--- config.mk ---
export PLATFORM = sky130hd
export DESIGN_NAME = relay_click_test_sequencer_core_flat
export DESIGN_NICKNAME = d
export VERILOG_FILES = /design/src/design/rcts_pkg.sv /design/src/design/rcts_if.sv /design/src/design/rcts_ctrl.sv /design/src/design/rcts_dp.sv /design/src/design/relay_click_test_sequencer_core.sv /design/src/flat_wrapper.sv
export SDC_FILE = /design/constraint.sdc
export NUM_CORES = 1
export LEC_CHECK = 0
export BUFFER_PORTS_ARGS = -buffer_cell sky130_fd_sc_hd__buf_2
export CAP_MARGIN = 5
export CORE_ASPECT_RATIO = 1.5
export CORE_MARGIN = 2
export CORE_UTILIZATION = 62
export DETAILED_ROUTE_END_ITERATION = 12
export PLACE_DENSITY = 0.85
export SYNTH_ARGS = -nofsm -noshare
export SYNTH_HDL_FRONTEND = slang
export SYNTH_SLANG_ARGS = --single-unit
--- constraint.sdc ---
create_clock -name clk -period 7 [get_ports clk]
set_clock_uncertainty 0.15 [all_clocks]
set_input_delay 0.35 -clock clk [delete_from_list [all_inputs] [get_ports clk]]
set_output_delay 0.35 -clock clk [all_outputs]
set_load 0.05 [all_outputs]
--- src/design/rcts_pkg.sv ---
package rcts_pkg;

  localparam int RELAY_W    = 4;
  localparam int IDX_W      = 2;
  localparam int TICK_W     = 32;
  localparam int RAND_W     = 32;
  localparam int TIMER_W    = 16;
  localparam int CFG_DATA_W = 16;
  localparam int CFG_IDX_W  = 2;
  localparam int MOD_STEPS  = RAND_W / 8;
  localparam int MOD_CNT_W  = $clog2(MOD_STEPS);

  localparam logic [CFG_IDX_W-1:0] REG_TEST_MODE      = 2'd0;
  localparam logic [CFG_IDX_W-1:0] REG_CTRL_MASK      = 2'd1;
  localparam logic [CFG_IDX_W-1:0] REG_DEBOUNCE_TICKS = 2'd2;
  localparam logic [CFG_IDX_W-1:0] REG_STEP_INTERVAL  = 2'd3;

  localparam logic [RELAY_W-1:0] RESET_CTRL_MASK     = 4'd15;
  localparam logic [TIMER_W-1:0] RESET_DEBOUNCE      = 16'd50;
  localparam logic [TIMER_W-1:0] RESET_STEP_INTERVAL = 16'd1000;

  typedef enum logic [2:0] {
    S_IDLE,
    S_BUTTON,
    S_MOD,
    S_STEP,
    S_DONE
  } rcts_state_t;

  typedef struct packed {
    logic capture;
    logic button_eval;
    logic mod_step;
    logic step_eval;
    logic load_out;
  } rcts_cmd_t;

  typedef struct packed {
    logic mod_done;
    logic out_free;
  } rcts_status_t;

endpackage

--- src/design/rcts_if.sv ---
interface rcts_tick_if import rcts_pkg::*; ();
  logic              valid;
  logic              ready;
  logic              button_down;
  logic [RAND_W-1:0] random_word;
  logic [RAND_W-1:0] random_word_alt;

  modport source(output valid, output button_down, output random_word,
                 output random_word_alt, input ready);
  modport sink(input valid, input button_down, input random_word,
               input random_word_alt, output ready);
endinterface

interface rcts_result_if import rcts_pkg::*; ();
  logic               valid;
  logic               ready;
  logic [RELAY_W-1:0] relay_on_mask;
  logic               relay_changed;
  logic [IDX_W-1:0]   changed_index;
  logic               changed_to_on;
  logic               press_accepted;
  logic               phase_on;

  modport source(output valid, output relay_on_mask, output relay_changed,
                 output changed_index, output changed_to_on, output press_accepted,
                 output phase_on, input ready);
  modport sink(input valid, input relay_on_mask, input relay_changed,
               input changed_index, input changed_to_on, input press_accepted,
               input phase_on, output ready);
endinterface

--- src/design/rcts_ctrl.sv ---
module rcts_ctrl import rcts_pkg::*; (
  input  logic         clk,
  input  logic         rst,
  input  logic         tick_valid,
  output logic         tick_ready,
  input  rcts_status_t sts,
  output rcts_cmd_t    cmd
);

  rcts_state_t state, state_next;

  always_ff @(posedge clk) begin
    if (rst) begin
      state <= S_IDLE;
    end else begin
      state <= state_next;
    end
  end

  always_comb begin
    state_next = state;
    unique case (state)
      S_IDLE: begin
        if (tick_valid) state_next = S_BUTTON;
      end
      S_BUTTON: state_next = S_MOD;
      S_MOD: begin
        if (sts.mod_done) state_next = S_STEP;
      end
      S_STEP: state_next = S_DONE;
      S_DONE: begin
        if (sts.out_free) state_next = S_IDLE;
      end
      default: state_next = S_IDLE;
    endcase
  end

  always_comb begin
    cmd        = '0;
    tick_ready = 1'b0;
    unique case (state)
      S_IDLE: begin
        tick_ready  = 1'b1;
        cmd.capture = tick_valid;
      end
      S_BUTTON: cmd.button_eval = 1'b1;
      S_MOD:    cmd.mod_step = 1'b1;
      S_STEP:   cmd.step_eval = 1'b1;
      S_DONE:   cmd.load_out = sts.out_free;
      default: begin
        cmd        = '0;
        tick_ready = 1'b0;
      end
    endcase
  end

`ifndef SYNTHESIS
  a_accept_starts: assert property (@(posedge clk) disable iff (rst)
    (state == S_IDLE && tick_valid) |=> (state == S_BUTTON))
    else $error("accepted item did not start evaluation");
  a_load_free: assert property (@(posedge clk) disable iff (rst)
    cmd.load_out |-> sts.out_free)
    else $error("result loaded over a pending result");
`endif

endmodule

--- src/design/rcts_dp.sv ---
module rcts_dp import rcts_pkg::*; #(
  parameter int OUTPUT_COUNT = 4
) (
  input  logic                  clk,
  input  logic                  rst,
  input  logic                  cfg_write,
  input  logic [CFG_IDX_W-1:0]  cfg_index,
  input  logic [CFG_DATA_W-1:0] cfg_data,
  input  logic                  tick_button_down,
  input  logic [RAND_W-1:0]     tick_random_word,
  input  logic [RAND_W-1:0]     tick_random_word_alt,
  input  rcts_cmd_t             cmd,
  output rcts_status_t          sts,
  rcts_result_if.source         result
);

  localparam int RELAY_LIMIT = (OUTPUT_COUNT < RELAY_W) ? OUTPUT_COUNT : RELAY_W;
  localparam logic [RELAY_W-1:0] EXIST_MASK = RELAY_W'((1 << RELAY_LIMIT) - 1);

  logic               test_mode;
  logic [RELAY_W-1:0] ctrl_mask;
  logic [TIMER_W-1:0] debounce_ticks;
  logic [TIMER_W-1:0] step_interval;

  logic [TICK_W-1:0]  tick_count;
  logic [TICK_W-1:0]  last_button_tick;
  logic               button_state;
  logic [TICK_W-1:0]  last_step_tick;
  logic               turning_on;
  logic [RELAY_W-1:0] relay_state;

  logic               btn_level;
  logic [RAND_W-1:0]  rnd_a;
  logic [RAND_W-1:0]  rnd_b;
  logic [1:0]         mod_a;
  logic [1:0]         mod_b;
  logic [MOD_CNT_W-1:0] mod_count;

  logic               changed;
  logic [IDX_W-1:0]   cidx;
  logic               con;
  logic               press;
  logic               out_valid;

  logic [RELAY_W-1:0] drivable;
  logic [TICK_W-1:0]  btn_diff;
  logic [TICK_W-1:0]  step_diff;
  logic               btn_accept;
  logic               step_due;
  logic [IDX_W-1:0]   first_idx;
  logic               first_found;
  logic [RELAY_W-1:0] cand_a;
  logic [RELAY_W-1:0] cand_b;
  logic [IDX_W-1:0]   pick_a;
  logic [IDX_W-1:0]   pick_b;
  logic [1:0]         mod_a_next;
  logic [1:0]         mod_b_next;

  function automatic logic [1:0] mod3_add(input logic [1:0] acc, input logic [7:0] b);
    logic [3:0] s;
    logic [2:0] t;
    s = 4'(acc) + 4'(b[1:0]) + 4'(b[3:2]) + 4'(b[5:4]) + 4'(b[7:6]);
    t = 3'(s[3:2]) + 3'(s[1:0]);
    if (t >= 3'd6) t = t - 3'd6;
    else if (t >= 3'd3) t = t - 3'd3;
    return t[1:0];
  endfunction

  function automatic logic [IDX_W-1:0] pick_nth(input logic [RELAY_W-1:0] cand,
                                               input logic [1:0] m3,
                                               input logic [1:0] low);
    logic [2:0]       cnt;
    logic [1:0]       rem;
    logic [IDX_W-1:0] idx;
    logic             found;
    cnt   = '0;
    idx   = '0;
    found = 1'b0;
    for (int i = 0; i < RELAY_W; i++) cnt = cnt + 3'(cand[i]);
    unique case (cnt)
      3'd2:    rem = {1'b0, low[0]};
      3'd3:    rem = m3;
      3'd4:    rem = low;
      default: rem = 2'd0;
    endcase
    for (int i = 0; i < RELAY_W; i++) begin
      if (cand[i] && !found) begin
        if (rem == 2'd0) begin
          idx   = IDX_W'(i);
          found = 1'b1;
        end else begin
          rem = rem - 2'd1;
        end
      end
    end
    return idx;
  endfunction

  assign drivable   = ctrl_mask & EXIST_MASK;
  assign btn_diff   = tick_count - last_button_tick;
  assign step_diff  = tick_count - last_step_tick;
  assign btn_accept = (btn_level != button_state) &&
                      (btn_diff >= TICK_W'(debounce_ticks));
  assign step_due   = test_mode && (step_diff >= TICK_W'(step_interval));
  assign cand_a     = drivable & (turning_on ? ~relay_state : relay_state);
  assign cand_b     = drivable & (turning_on ? relay_state : ~relay_state);
  assign pick_a     = pick_nth(cand_a, mod_a, rnd_a[1:0]);
  assign pick_b     = pick_nth(cand_b, mod_b, rnd_b[1:0]);
  assign mod_a_next = mod3_add(mod_a, 8'(rnd_a >> {mod_count, 3'b000}));
  assign mod_b_next = mod3_add(mod_b, 8'(rnd_b >> {mod_count, 3'b000}));

  always_comb begin
    first_idx   = '0;
    first_found = 1'b0;
    for (int i = 0; i < RELAY_W; i++) begin
      if (drivable[i] && !first_found) begin
        first_idx   = IDX_W'(i);
        first_found = 1'b1;
      end
    end
  end

  assign sts.mod_done = (mod_count == MOD_CNT_W'(MOD_STEPS - 1));
  assign sts.out_free = !out_valid || result.ready;

  always_ff @(posedge clk) begin
    if (rst) begin
      test_mode        <= 1'b0;
      ctrl_mask        <= RESET_CTRL_MASK;
      debounce_ticks   <= RESET_DEBOUNCE;
      step_interval    <= RESET_STEP_INTERVAL;
      tick_count       <= '0;
      last_button_tick <= '0;
      button_state     <= 1'b0;
      last_step_tick   <= '0;
      turning_on       <= 1'b1;
      relay_state      <= '0;
      mod_count        <= '0;
    end else begin
      if (cfg_write) begin
        unique case (cfg_index)
          REG_TEST_MODE:      test_mode <= cfg_data[0];
          REG_CTRL_MASK:      ctrl_mask <= cfg_data[RELAY_W-1:0];
          REG_DEBOUNCE_TICKS: debounce_ticks <= cfg_data[TIMER_W-1:0];
          REG_STEP_INTERVAL:  step_interval <= cfg_data[TIMER_W-1:0];
          default: ;
        endcase
      end
      if (cmd.capture) begin
        mod_count <= '0;
      end
      if (cmd.mod_step) begin
        mod_count <= mod_count + MOD_CNT_W'(1);
      end
      if (cmd.button_eval && btn_accept) begin
        last_button_tick <= tick_count;
        button_state     <= btn_level;
        if (btn_level) begin
          if (test_mode) begin
            relay_state    <= relay_state & ~drivable;
            turning_on     <= 1'b1;
            last_step_tick <= tick_count;
          end else if (first_found) begin
            relay_state[first_idx] <= ~relay_state[first_idx];
          end
        end
      end
      if (cmd.step_eval) begin
        tick_count <= tick_count + TICK_W'(1);
        if (step_due) begin
          last_step_tick <= tick_count;
          if (|cand_a) begin
            relay_state[pick_a] <= turning_on;
          end else begin
            turning_on <= ~turning_on;
            if (|cand_b) relay_state[pick_b] <= ~turning_on;
          end
        end
      end
    end
  end

  always_ff @(posedge clk) begin
    if (cmd.capture) begin
      btn_level <= tick_button_down;
      rnd_a     <= tick_random_word;
      rnd_b     <= tick_random_word_alt;
      mod_a     <= 2'd0;
      mod_b     <= 2'd0;
      changed   <= 1'b0;
      cidx      <= '0;
      con       <= 1'b0;
      press     <= 1'b0;
    end
    if (cmd.mod_step) begin
      mod_a <= mod_a_next;
      mod_b <= mod_b_next;
    end
    if (cmd.button_eval && btn_accept && btn_level) begin
      press <= 1'b1;
      if (!test_mode && first_found) begin
        changed <= 1'b1;
        cidx    <= first_idx;
        con     <= ~relay_state[first_idx];
      end
    end
    if (cmd.step_eval && step_due) begin
      if (|cand_a) begin
        changed <= 1'b1;
        cidx    <= pick_a;
        con     <= turning_on;
      end else if (|cand_b) begin
        changed <= 1'b1;
        cidx    <= pick_b;
        con     <= ~turning_on;
      end
    end
  end

  always_ff @(posedge clk) begin
    if (rst) begin
      out_valid <= 1'b0;
    end else if (cmd.load_out) begin
      out_valid <= 1'b1;
    end else if (result.ready) begin
      out_valid <= 1'b0;
    end
  end

  always_ff @(posedge clk) begin
    if (cmd.load_out) begin
      result.relay_on_mask  <= relay_state;
      result.relay_changed  <= changed;
      result.changed_index  <= cidx;
      result.changed_to_on  <= con;
      result.press_accepted <= press;
      result.phase_on       <= turning_on;
    end
  end

  assign result.valid = out_valid;

`ifndef SYNTHESIS
  a_no_phantom_relay: assert property (@(posedge clk) disable iff (rst)
    (relay_state & ~EXIST_MASK) == '0)
    else $error("relay beyond the output count switched");
  a_load_shows: assert property (@(posedge clk) disable iff (rst)
    cmd.load_out |=> out_valid)
    else $error("loaded result not presented");
  a_quiet_fields: assert property (@(posedge clk) disable iff (rst)
    (out_valid && !result.relay_changed) |->
      (result.changed_index == '0 && !result.changed_to_on))
    else $error("change fields set without a change");
`endif

endmodule

--- src/design/relay_click_test_sequencer_core.sv ---
// Relay click-test sequencer.
// tick: one item per millisecond tick, carrying the sampled button level and
//   two random words; taken at a rising edge with valid and ready high.
// result: one item per tick with the relay on mask, the single relay change
//   (if any), the press flag and the test phase.
// cfg_write / cfg_index / cfg_data: register writes, applied at the edge;
//   write only while no tick is in flight.
// Each tick's result is registered through these steps: capture at the accepting
//   edge, then button debounce, the byte-wise mod-3 unit on both random words,
//   the step evaluation and the output load. The next tick is accepted in the
//   cycle after the load, so one tick is finished before the next is taken.
// The result sits in an output register; a stalled receiver does not block the
//   next tick, but that tick waits in its last stage until the register frees.
// Reset (rst, synchronous) clears the tick counter and timers, releases the
//   button, turns all relays off, sets the phase to on and loads the register
//   defaults: normal mode, all relays drivable, debounce 50, step 1000.
module relay_click_test_sequencer_core import rcts_pkg::*; #(
  parameter int OUTPUT_COUNT = 4
) (
  input  logic                  clk,
  input  logic                  rst,
  input  logic                  cfg_write,
  input  logic [CFG_IDX_W-1:0]  cfg_index,
  input  logic [CFG_DATA_W-1:0] cfg_data,
  rcts_tick_if.sink             tick,
  rcts_result_if.source         result
);

  rcts_cmd_t    cmd;
  rcts_status_t sts;

  rcts_ctrl u_ctrl (
    .clk        (clk),
    .rst        (rst),
    .tick_valid (tick.valid),
    .tick_ready (tick.ready),
    .sts        (sts),
    .cmd        (cmd)
  );

  rcts_dp #(
    .OUTPUT_COUNT (OUTPUT_COUNT)
  ) u_dp (
    .clk                  (clk),
    .rst                  (rst),
    .cfg_write            (cfg_write),
    .cfg_index            (cfg_index),
    .cfg_data             (cfg_data),
    .tick_button_down     (tick.button_down),
    .tick_random_word     (tick.random_word),
    .tick_random_word_alt (tick.random_word_alt),
    .cmd                  (cmd),
    .sts                  (sts),
    .result               (result)
  );

endmodule

--- src/flat_wrapper.sv ---
// flat-port wrapper written by rule: the top's interface ports become plain ports
module relay_click_test_sequencer_core_flat import rcts_pkg::*;
#(
  parameter int OUTPUT_COUNT = 4
)
  (clk, rst, cfg_write, cfg_index, cfg_data, tick_valid, tick_button_down, tick_random_word, tick_random_word_alt, tick_ready, result_valid, result_relay_on_mask, result_relay_changed, result_changed_index, result_changed_to_on, result_press_accepted, result_phase_on, result_ready);
  rcts_tick_if tick_i ();
  rcts_result_if result_i ();
  input  logic clk;
  input  logic rst;
  input  logic cfg_write;
  input  logic [CFG_IDX_W-1:0] cfg_index;
  input  logic [CFG_DATA_W-1:0] cfg_data;
  input wire logic [$bits(tick_i.valid)-1:0] tick_valid;
  input wire logic [$bits(tick_i.button_down)-1:0] tick_button_down;
  input wire logic [$bits(tick_i.random_word)-1:0] tick_random_word;
  input wire logic [$bits(tick_i.random_word_alt)-1:0] tick_random_word_alt;
  output wire logic [$bits(tick_i.ready)-1:0] tick_ready;
  output wire logic [$bits(result_i.valid)-1:0] result_valid;
  output wire logic [$bits(result_i.relay_on_mask)-1:0] result_relay_on_mask;
  output wire logic [$bits(result_i.relay_changed)-1:0] result_relay_changed;
  output wire logic [$bits(result_i.changed_index)-1:0] result_changed_index;
  output wire logic [$bits(result_i.changed_to_on)-1:0] result_changed_to_on;
  output wire logic [$bits(result_i.press_accepted)-1:0] result_press_accepted;
  output wire logic [$bits(result_i.phase_on)-1:0] result_phase_on;
  input wire logic [$bits(result_i.ready)-1:0] result_ready;
  assign tick_i.valid = tick_valid;
  assign tick_i.button_down = tick_button_down;
  assign tick_i.random_word = tick_random_word;
  assign tick_i.random_word_alt = tick_random_word_alt;
  assign tick_ready = tick_i.ready;
  assign result_valid = result_i.valid;
  assign result_relay_on_mask = result_i.relay_on_mask;
  assign result_relay_changed = result_i.relay_changed;
  assign result_changed_index = result_i.changed_index;
  assign result_changed_to_on = result_i.changed_to_on;
  assign result_press_accepted = result_i.press_accepted;
  assign result_phase_on = result_i.phase_on;
  assign result_i.ready = result_ready;
  relay_click_test_sequencer_core #(.OUTPUT_COUNT(OUTPUT_COUNT)) u_core (.clk(clk), .rst(rst), .cfg_write(cfg_write), .cfg_index(cfg_index), .cfg_data(cfg_data), .tick(tick_i), .result(result_i));
endmodule
# Word level (Yosys, flattened, before mapping)
# Index checks and enable logic that the tools add are counted.
[word_totals]
out_inout_bits = 12
input_bits = 88
reg_bits = 229
wordCells = 262
[op_classes]
n_shift = 2
n_reduce_logical = 49
n_eq_ne = 18
order_cmp = 12
addsub = 30
n_mux = 116
n_bitwise = 7
[ops]
columns = ["cell", "count"]
rows = [
  ["2-to-1 mux 32 bit", 5],
  ["2-to-1 mux 2 bit", 36],
  [">= comparator 32 x 16 -> 1 bit", 2],
  [">> shifter 32 x 5 -> 8 bit", 2],
  ["subtractor 32 bit", 2],
  ["2-to-1 mux 1 bit", 51],
  ["2-to-1 mux 4 bit", 11],
  ["adder 32 x 1 -> 32 bit (second input constant)", 1],
  ["equality test 3 x 2 -> 1 bit (second input constant)", 6],
  ["logical AND 1 bit", 18],
  ["logical NOT 2 bit", 9],
  ["adder 4 x 2 -> 4 bit", 4],
  ["one-hot mux 3 bit (5 select lines)", 1],
  ["adder 2 x 2 -> 3 bit", 4],
  ["bitwise AND 4 bit", 3],
  ["bitwise mux 4 bit", 3],
  ["one-hot mux 2 bit (3 select lines)", 2],
  ["subtractor 2 x 1 -> 2 bit (second input constant)", 6],
  ["logical NOT 1 bit", 11],
  ["equality test 3 bit (second input constant)", 3],
  ["< comparator 2 x 3 -> 1 bit (second input constant)", 3],
  ["2-to-1 mux 3 bit", 3],
  ["adder 3 x 2 -> 4 bit", 2],
  ["inverter 4 bit", 2],
  ["other kinds (23)", 44],
]

# Longest topological paths before layout
[logic_depth]
ltp_word = 29
depth_mapped = 26
ltp_nobuf = 24

# Modules after synthesis
# From an unflattened synthesis, not the netlist that was laid out.
[hier_totals]
cells_unflattened = 1712
hier_area_um2 = 15070.7
[modules_own_cells]
columns = ["module", "instances", "area_each_um2", "seq_area_each_um2", "cells_each"]
rows = [
  ["rcts_dp", 1, 14879.3, 5315.1, 1694],
  ["rcts_ctrl", 1, 191.4, 60.1, 18],
]

# Worst setup path after synthesis
# No wires, ideal clock.
[synth_path]
path_kind = "reg2reg"
startpoint = "reg u_core.u_dp.mod_count[0]"
endpoint = "reg u_core.u_dp.mod_a[0] (data pin)"
arrival_ns = 4.978
n_path_buf = 2
setup_ns = 0.167
period_less_slack_ns = 5.295
path_stages_with_launch = 15
t_required_ns = 6.683
path_slack_ns = 1.705
path_cell_list = "dfxtp_1 -> clkbuf_1 -> buf_1 -> mux4_2 -> fa_1 -> fa_1 -> fa_1 -> xor2_1 -> ha_1 -> inv_1 -> fa_1 -> inv_1 -> ha_1 -> o311a_1 -> a211oi_1"
[synth_via]
elab_chain_cells = 10
elab_cells_between_ends = 13
classes_between = "add/sub (7); order compare (2); shift (1); mux (3)"
[synth_lines]
columns = ["item", "line_no", "source"]
rows = [
  ["from (decl)", "rcts_dp.sv:37", "logic [MOD_CNT_W-1:0] mod_count;"],
  ["from (signal assigned)", "rcts_dp.sv:153", "mod_count <= mod_count + MOD_CNT_W'(1);"],
  [">> shifter 32 x 5 -> 8 bit (*)", "rcts_dp.sv:109", "assign mod_a_next = mod3_add(mod_a, 8'(rnd_a >> {mod_count, 3'b000}));"],
  ["adder 2 x 2 -> 3 bit", "rcts_dp.sv:62", "s = 4'(acc) + 4'(b[1:0]) + 4'(b[3:2]) + 4'(b[5:4]) + 4'(b[7:6]);"],
  ["adder 3 x 2 -> 4 bit", "rcts_dp.sv:62", ""],
  ["adder 4 x 2 -> 4 bit", "rcts_dp.sv:62", ""],
  ["adder 4 x 2 -> 4 bit (*)", "rcts_dp.sv:62", ""],
  ["adder 2 x 2 -> 3 bit (*)", "rcts_dp.sv:63", "t = 3'(s[3:2]) + 3'(s[1:0]);"],
  [">= comparator 3 x 2 -> 1 bit or subtractor 2 bit (tied branches)", "rcts_dp.sv:65", "else if (t >= 3'd3) t = t - 3'd3;"],
  ["2-to-1 mux 2 bit", "rcts_dp.sv:65", ""],
  ["2-to-1 mux 2 bit (*)", "rcts_dp.sv:64", "if (t >= 3'd6) t = t - 3'd6;"],
  ["2-to-1 mux 2 bit (*)", "rcts_dp.sv:195", "if (cmd.mod_step) begin"],
  ["to (signal assigned)", "rcts_dp.sv:196", "mod_a <= mod_a_next;"],
  ["to (decl)", "rcts_dp.sv:35", "logic [1:0] mod_a;"],
]
# Every way passes the cells marked *; elsewhere a longest branch is shown, timed or not.
# A chain may end at the register's enable or synchronous reset.

# Worst setup path after layout
[layout_path]
startpoint = "reg u_core.u_dp.tick_count[0]"
endpoint = "reg u_core.u_dp.last_step_tick[20]"
[layout_via]
elab_chain_cells = 7
elab_cells_between_ends = 10
classes_between = "add/sub (2); order compare (2); mux (3); reduce/logical (3)"
[layout_lines]
columns = ["item", "line_no", "source"]
rows = [
  ["from (decl)", "rcts_dp.sv:25", "logic [TICK_W-1:0] tick_count;"],
  ["from (signal assigned)", "rcts_dp.sv:169", "tick_count <= tick_count + TICK_W'(1);"],
  ["subtractor 32 bit", "rcts_dp.sv:100", "assign btn_diff = tick_count - last_button_tick;"],
  [">= comparator 32 x 16 -> 1 bit", "rcts_dp.sv:103", "(btn_diff >= TICK_W'(debounce_ticks));"],
  ["logical AND 1 bit", "rcts_dp.sv:102", "assign btn_accept = (btn_level != button_state) &&"],
  ["logical AND 1 bit", "rcts_dp.sv:155", "if (cmd.button_eval && btn_accept) begin"],
  ["2-to-1 mux 32 bit", "rcts_dp.sv:155", ""],
  ["2-to-1 mux 32 bit", "rcts_dp.sv:170", "if (step_due) begin"],
  ["2-to-1 mux 32 bit (*)", "rcts_dp.sv:168", "if (cmd.step_eval) begin"],
  ["to (signal assigned)", "rcts_dp.sv:162", "last_step_tick <= tick_count;"],
  ["to (signal assigned)", "rcts_dp.sv:171", "last_step_tick <= tick_count;"],
  ["to (decl)", "rcts_dp.sv:28", "logic [TICK_W-1:0] last_step_tick;"],
]
# Marks and branches as above.

==> flow_summary.json <==
{
  "top_usage_layer": "met2",
  "leakage_nw": 7.45,
  "routed_wirelength_mm": 41.5,
  "max-cap-violations": 0,
  "worstPathRequired_ns": 7.23,
  "clock_latency_ns": 0.53,
  "grtUsageMet1": 0.362,
  "async_flop_share": 0,
  "clockBufferDepth": 3,
  "synthesis.nets": 1896,
  "grt_pass1_wl_mm": 66.9,
  "synth_area_mm2": 0.0149,
  "status": "finished clean",
  "drc_errors": 0,
  "cpMostUsedCell": "nor2_1",
  "r2r-start": "u_core.u_dp.tick_count[0]",
  "area_growth_syn_to_layout_pct": 14.7,
  "r2r_end": "u_core.u_dp.last_step_tick[20]",
  "dp_hpwl_mm": 28.0,
  "die_w_um": 131,
  "grt_use_met2": 0.607,
  "htree_levels": 1,
  "r2r_cells": 20,
  "crit_slowest_cell": "nor4_1",
  "seqCellArea_mm2": 0.00538,
  "nets": 2038,
  "synth_flop_cell": "dfxtp_1",
  "tightestPinTransition_ns": 1.02,
  "ant_nets": 0,
  "power-per-cell-area_mw_per_mm2": 257,
  "grtUsageTotal": 0.333,
  "slew_headroom": 0.319,
  "pin_count": 100,
  "ys_types": 77,
  "synth-edff-count": 79,
  "viasPerCell": 6.10,
  "die_height_um": 194,
  "synth_cells": 1678,
  "multi_input_area_mm2": 0.00861,
  "gr-total-overflow": 0,
  "fin_setup_tns_ns": 0,
  "hold_class": "in -> reg",
  "setup.worst_path.start_class": "flip-flop",
  "endpoint_kind": "flip-flop",
  "cp_max_fo": 32,
  "crit_family": "compound AO/OA/AOI/OAI gates",
  "ys_seq_area_frac": 0.361,
  "arrival_ns": 6.66,
  "critPathKind": "reg -> reg",
  "drtIter0Drc": 1110,
  "critPathCapture": "u_core.u_dp.last_step_tick[20]",
  "die_area_mm2": 0.0253,
  "min_period_ns": 6.43,
  "core_mm2": 0.0237,
  "rsz0062_at_grt": "false",
  "setup_viol": 0,
  "cts_tree": "built",
  "place_inst": 2034,
  "io_buffers": 99,
  "cts.clk_slew.worst_paths_ns": 0.07,
  "rows": 69,
  "cp_cell_sequence": "inv_1, ha_1, fa_1, nand2b_1, a21oi_1, o211a_1, nor2_1, xnor2_1, ha_1, a21o_1, a21oi_1, o2111ai_1, o21ai_0, o2111ai_1, nor4_1, and4_1, nor2_1, a22o_2, mux2i_1, nor2_1",
  "finalCritPeriodShare": 0.919,
  "ys_ff_latch": 229,
  "cts_buffers": 22,
  "peakVddDrop_mv": 0.483,
  "avgSynthCellArea_um2": 8.87,
  "worstSetupPathDepth": 20,
  "hold_viol": 0,
  "cts.sinks": 229,
  "max_stage_delay_ns": 0.79,
  "grt_max_degree": 90,
  "drv_slew": 0,
  "max_freq_mhz": 155,
  "vias": 13170,
  "worst-path-buf-inv": 1,
  "cts-root-buf": "clkbuf_16",
  "globalplace.congestion": 1.04,
  "met3_usage": 0.0425,
  "cts_resized": 0,
  "yosysWarningCount": 0,
  "grt_pass1_vias": 13285,
  "wl_per_cell_um": 19.2,
  "dr.pass1.iters": 5,
  "drive_above_1_share": 0.0980,
  "antenna_found_initial": 3,
  "initial_core_util": 0.629,
  "instances_no_fill": 2158,
  "crit_start": "u_core.u_dp.tick_count[0]",
  "n_fill_cell": 1753,
  "reg2reg_slack_ns": 0.57
}
## cells by family after synthesis
logic type | count (synthesis) | share of synthesized area
xor+xnor | 77 | 0.0453
buf+inv | 225 | 0.0610
fa+ha+maj | 130 | 0.118
flops | 229 | 0.361
compound gates | 362 | 0.159
mux | 98 | 0.0795
simple gates | 557 | 0.176
## layout by cell type, fill, tap and decap left out, drive strengths merged, types with 11 or more instances in the layout
cell and n:
nand2b 20, dlygate4sd3 81, xnor2 42, nor2 175
or3 13, dfxtp 150, mux2i 80, nor3 27
mux4 16, o211ai 23, o21ai 62, inv 156
o31ai 11, clkbuf 26, edfxtp 79, nand2 161
a21o 33, nand3 51, xor2 35, buf 109
nor2b 14, a211oi 13, fa 18, and3 21
o21a 12, a21oi 120, ha 112, nand4 25
## how the worst min path moves through the flow
| stage | end | depth (start not counted) | slack (ns) | from |
|---|---|---|---|---|
| after floorplan | u_core.u_dp.result.changed_index[0] | 0 | 0.25 | u_core.u_dp.cidx[0] |
| after global placement | u_core.u_dp.result.changed_index[0] | 0 | 0.26 | u_core.u_dp.cidx[0] |
| after detailed placement | u_core.u_dp.result.changed_to_on | 0 | 0.27 | u_core.u_dp.con |
| after CTS | u_core.u_ctrl.state[0] | 3 | 0.02 | tick_valid |
| after global routing | u_core.u_ctrl.state[0] | 3 | 0.03 | tick_valid |
| final | u_core.u_ctrl.state[0] | 3 | 0.02 | tick_valid |
## layer usage
metal | share of wire | routed length (µm)
met1 | 0.35 | 14700
met2 | 0.53 | 21900
met3 | 0.052 | 2150
met4 | 0.065 | 2680
met5 | 0 | 0
## registers in the layout (all words and copies together), names as in the netlist, 2 cells and up
signal                            flops
u_core.u_dp.rnd_a                    32
u_core.u_dp.step_interval            16
u_core.u_dp.result.relay_on_mask      4
u_core.u_dp.mod_count                 2
u_core.u_ctrl.state                   3
u_core.u_dp.last_button_tick         32
u_core.u_dp.cidx                      2
u_core.u_dp.rnd_b                    32
u_core.u_dp.result.changed_index      2
u_core.u_dp.mod_b                     2
u_core.u_dp.debounce_ticks           16
u_core.u_dp.ctrl_mask                 4
u_core.u_dp.tick_count               32
u_core.u_dp.relay_state               4
u_core.u_dp.last_step_tick           32
u_core.u_dp.mod_a                     2
## cell usage after synthesis, types with 4 or more instances
library cell,number,area (µm²)
or2_2,6,37.5
nand2_1,161,604
o211a_1,4,40.0
dfxtp_1,150,3000
a21o_1,33,248
ha_1,112,1400
nand3_1,51,255
or3_1,13,81.3
nor3b_1,4,30.0
nor3_1,27,135
nand2b_1,20,125
a22oi_1,6,45.0
and4_1,8,70.1
nor2b_1,14,87.6
o22ai_1,4,25.0
nor4_1,8,50.1
nor2_1,175,657
mux2i_1,80,801
a211oi_1,13,97.6
o21ai_0,62,310
o31ai_1,11,82.6
o211ai_1,23,173
xnor2_1,42,368
o21a_1,12,90.1
fa_1,18,360
mux4_2,16,360
xor2_1,35,307
edfxtp_1,79,2370
a21oi_1,120,601
and3_1,21,131
and2_1,8,50.1
o2111ai_1,7,61.3
a311oi_1,5,43.8
a31oi_1,10,62.6
a21boi_0,4,30.0
nand4_1,25,156
inv_1,153,574
clkbuf_1,61,229
a2111oi_0,7,61.3
o21bai_1,7,52.6
o221ai_1,4,35.0
buf_2,5,25.0
## metrics by stage
stage | power [mW] | hold WS [ns] | instance area (µm²) | util | worst slack [ns]
floorplan | 2.61 | 0.250 | 14900 | - | 1.70
global placement | 2.79 | 0.263 | 15500 | 0.657 | 0.872
detailed placement | 2.92 | 0.266 | 15500 | 0.657 | 0.696
CTS | 4.17 | 0.0218 | 17100 | 0.721 | 0.656
global route | 4.61 | 0.0298 | 17100 | 0.722 | 0.281
finish | 4.39 | 0.0217 | 17100 | 0.722 | 0.567
## repair_timing
action	CTS	global route
hold buffers	81	0
buffers inserted	0	0
endpoints found under the hold margin	101	0
## worst reg2reg max path, cell delays in order (launching register included)
cell	delay, ns
dfxtp_1	0.41
inv_1	0.12
ha_1	0.25
fa_1	0.40
nand2b_1	0.21
a21oi_1	0.23
o211a_1	0.24
nor2_1	0.07
xnor2_1	0.26
ha_1	0.31
a21o_1	0.18
a21oi_1	0.21
o2111ai_1	0.16
o21ai_0	0.62
o2111ai_1	0.22
nor4_1	0.79
and4_1	0.41
nor2_1	0.09
a22o_2	0.55
mux2i_1	0.34
nor2_1	0.07
## power by group
part	internal (mW)	switching [mW]
sequential	1.44	0.0404
clock	0.663	0.556
combinational	0.654	1.03
## area by class of cell
cell class                      instances  area share
Sequential cell                       229       0.315
Antenna cell                            3    0.000440
Multi-Input combinational cell       1224       0.504
Tap cell                              319      0.0234
Timing Repair Buffer                  190      0.0816
Clock buffer                           26      0.0355
Clock inverter                         14     0.00645
Inverter                              153      0.0336
No activity file was read; power rests on OpenSTA's default activity.
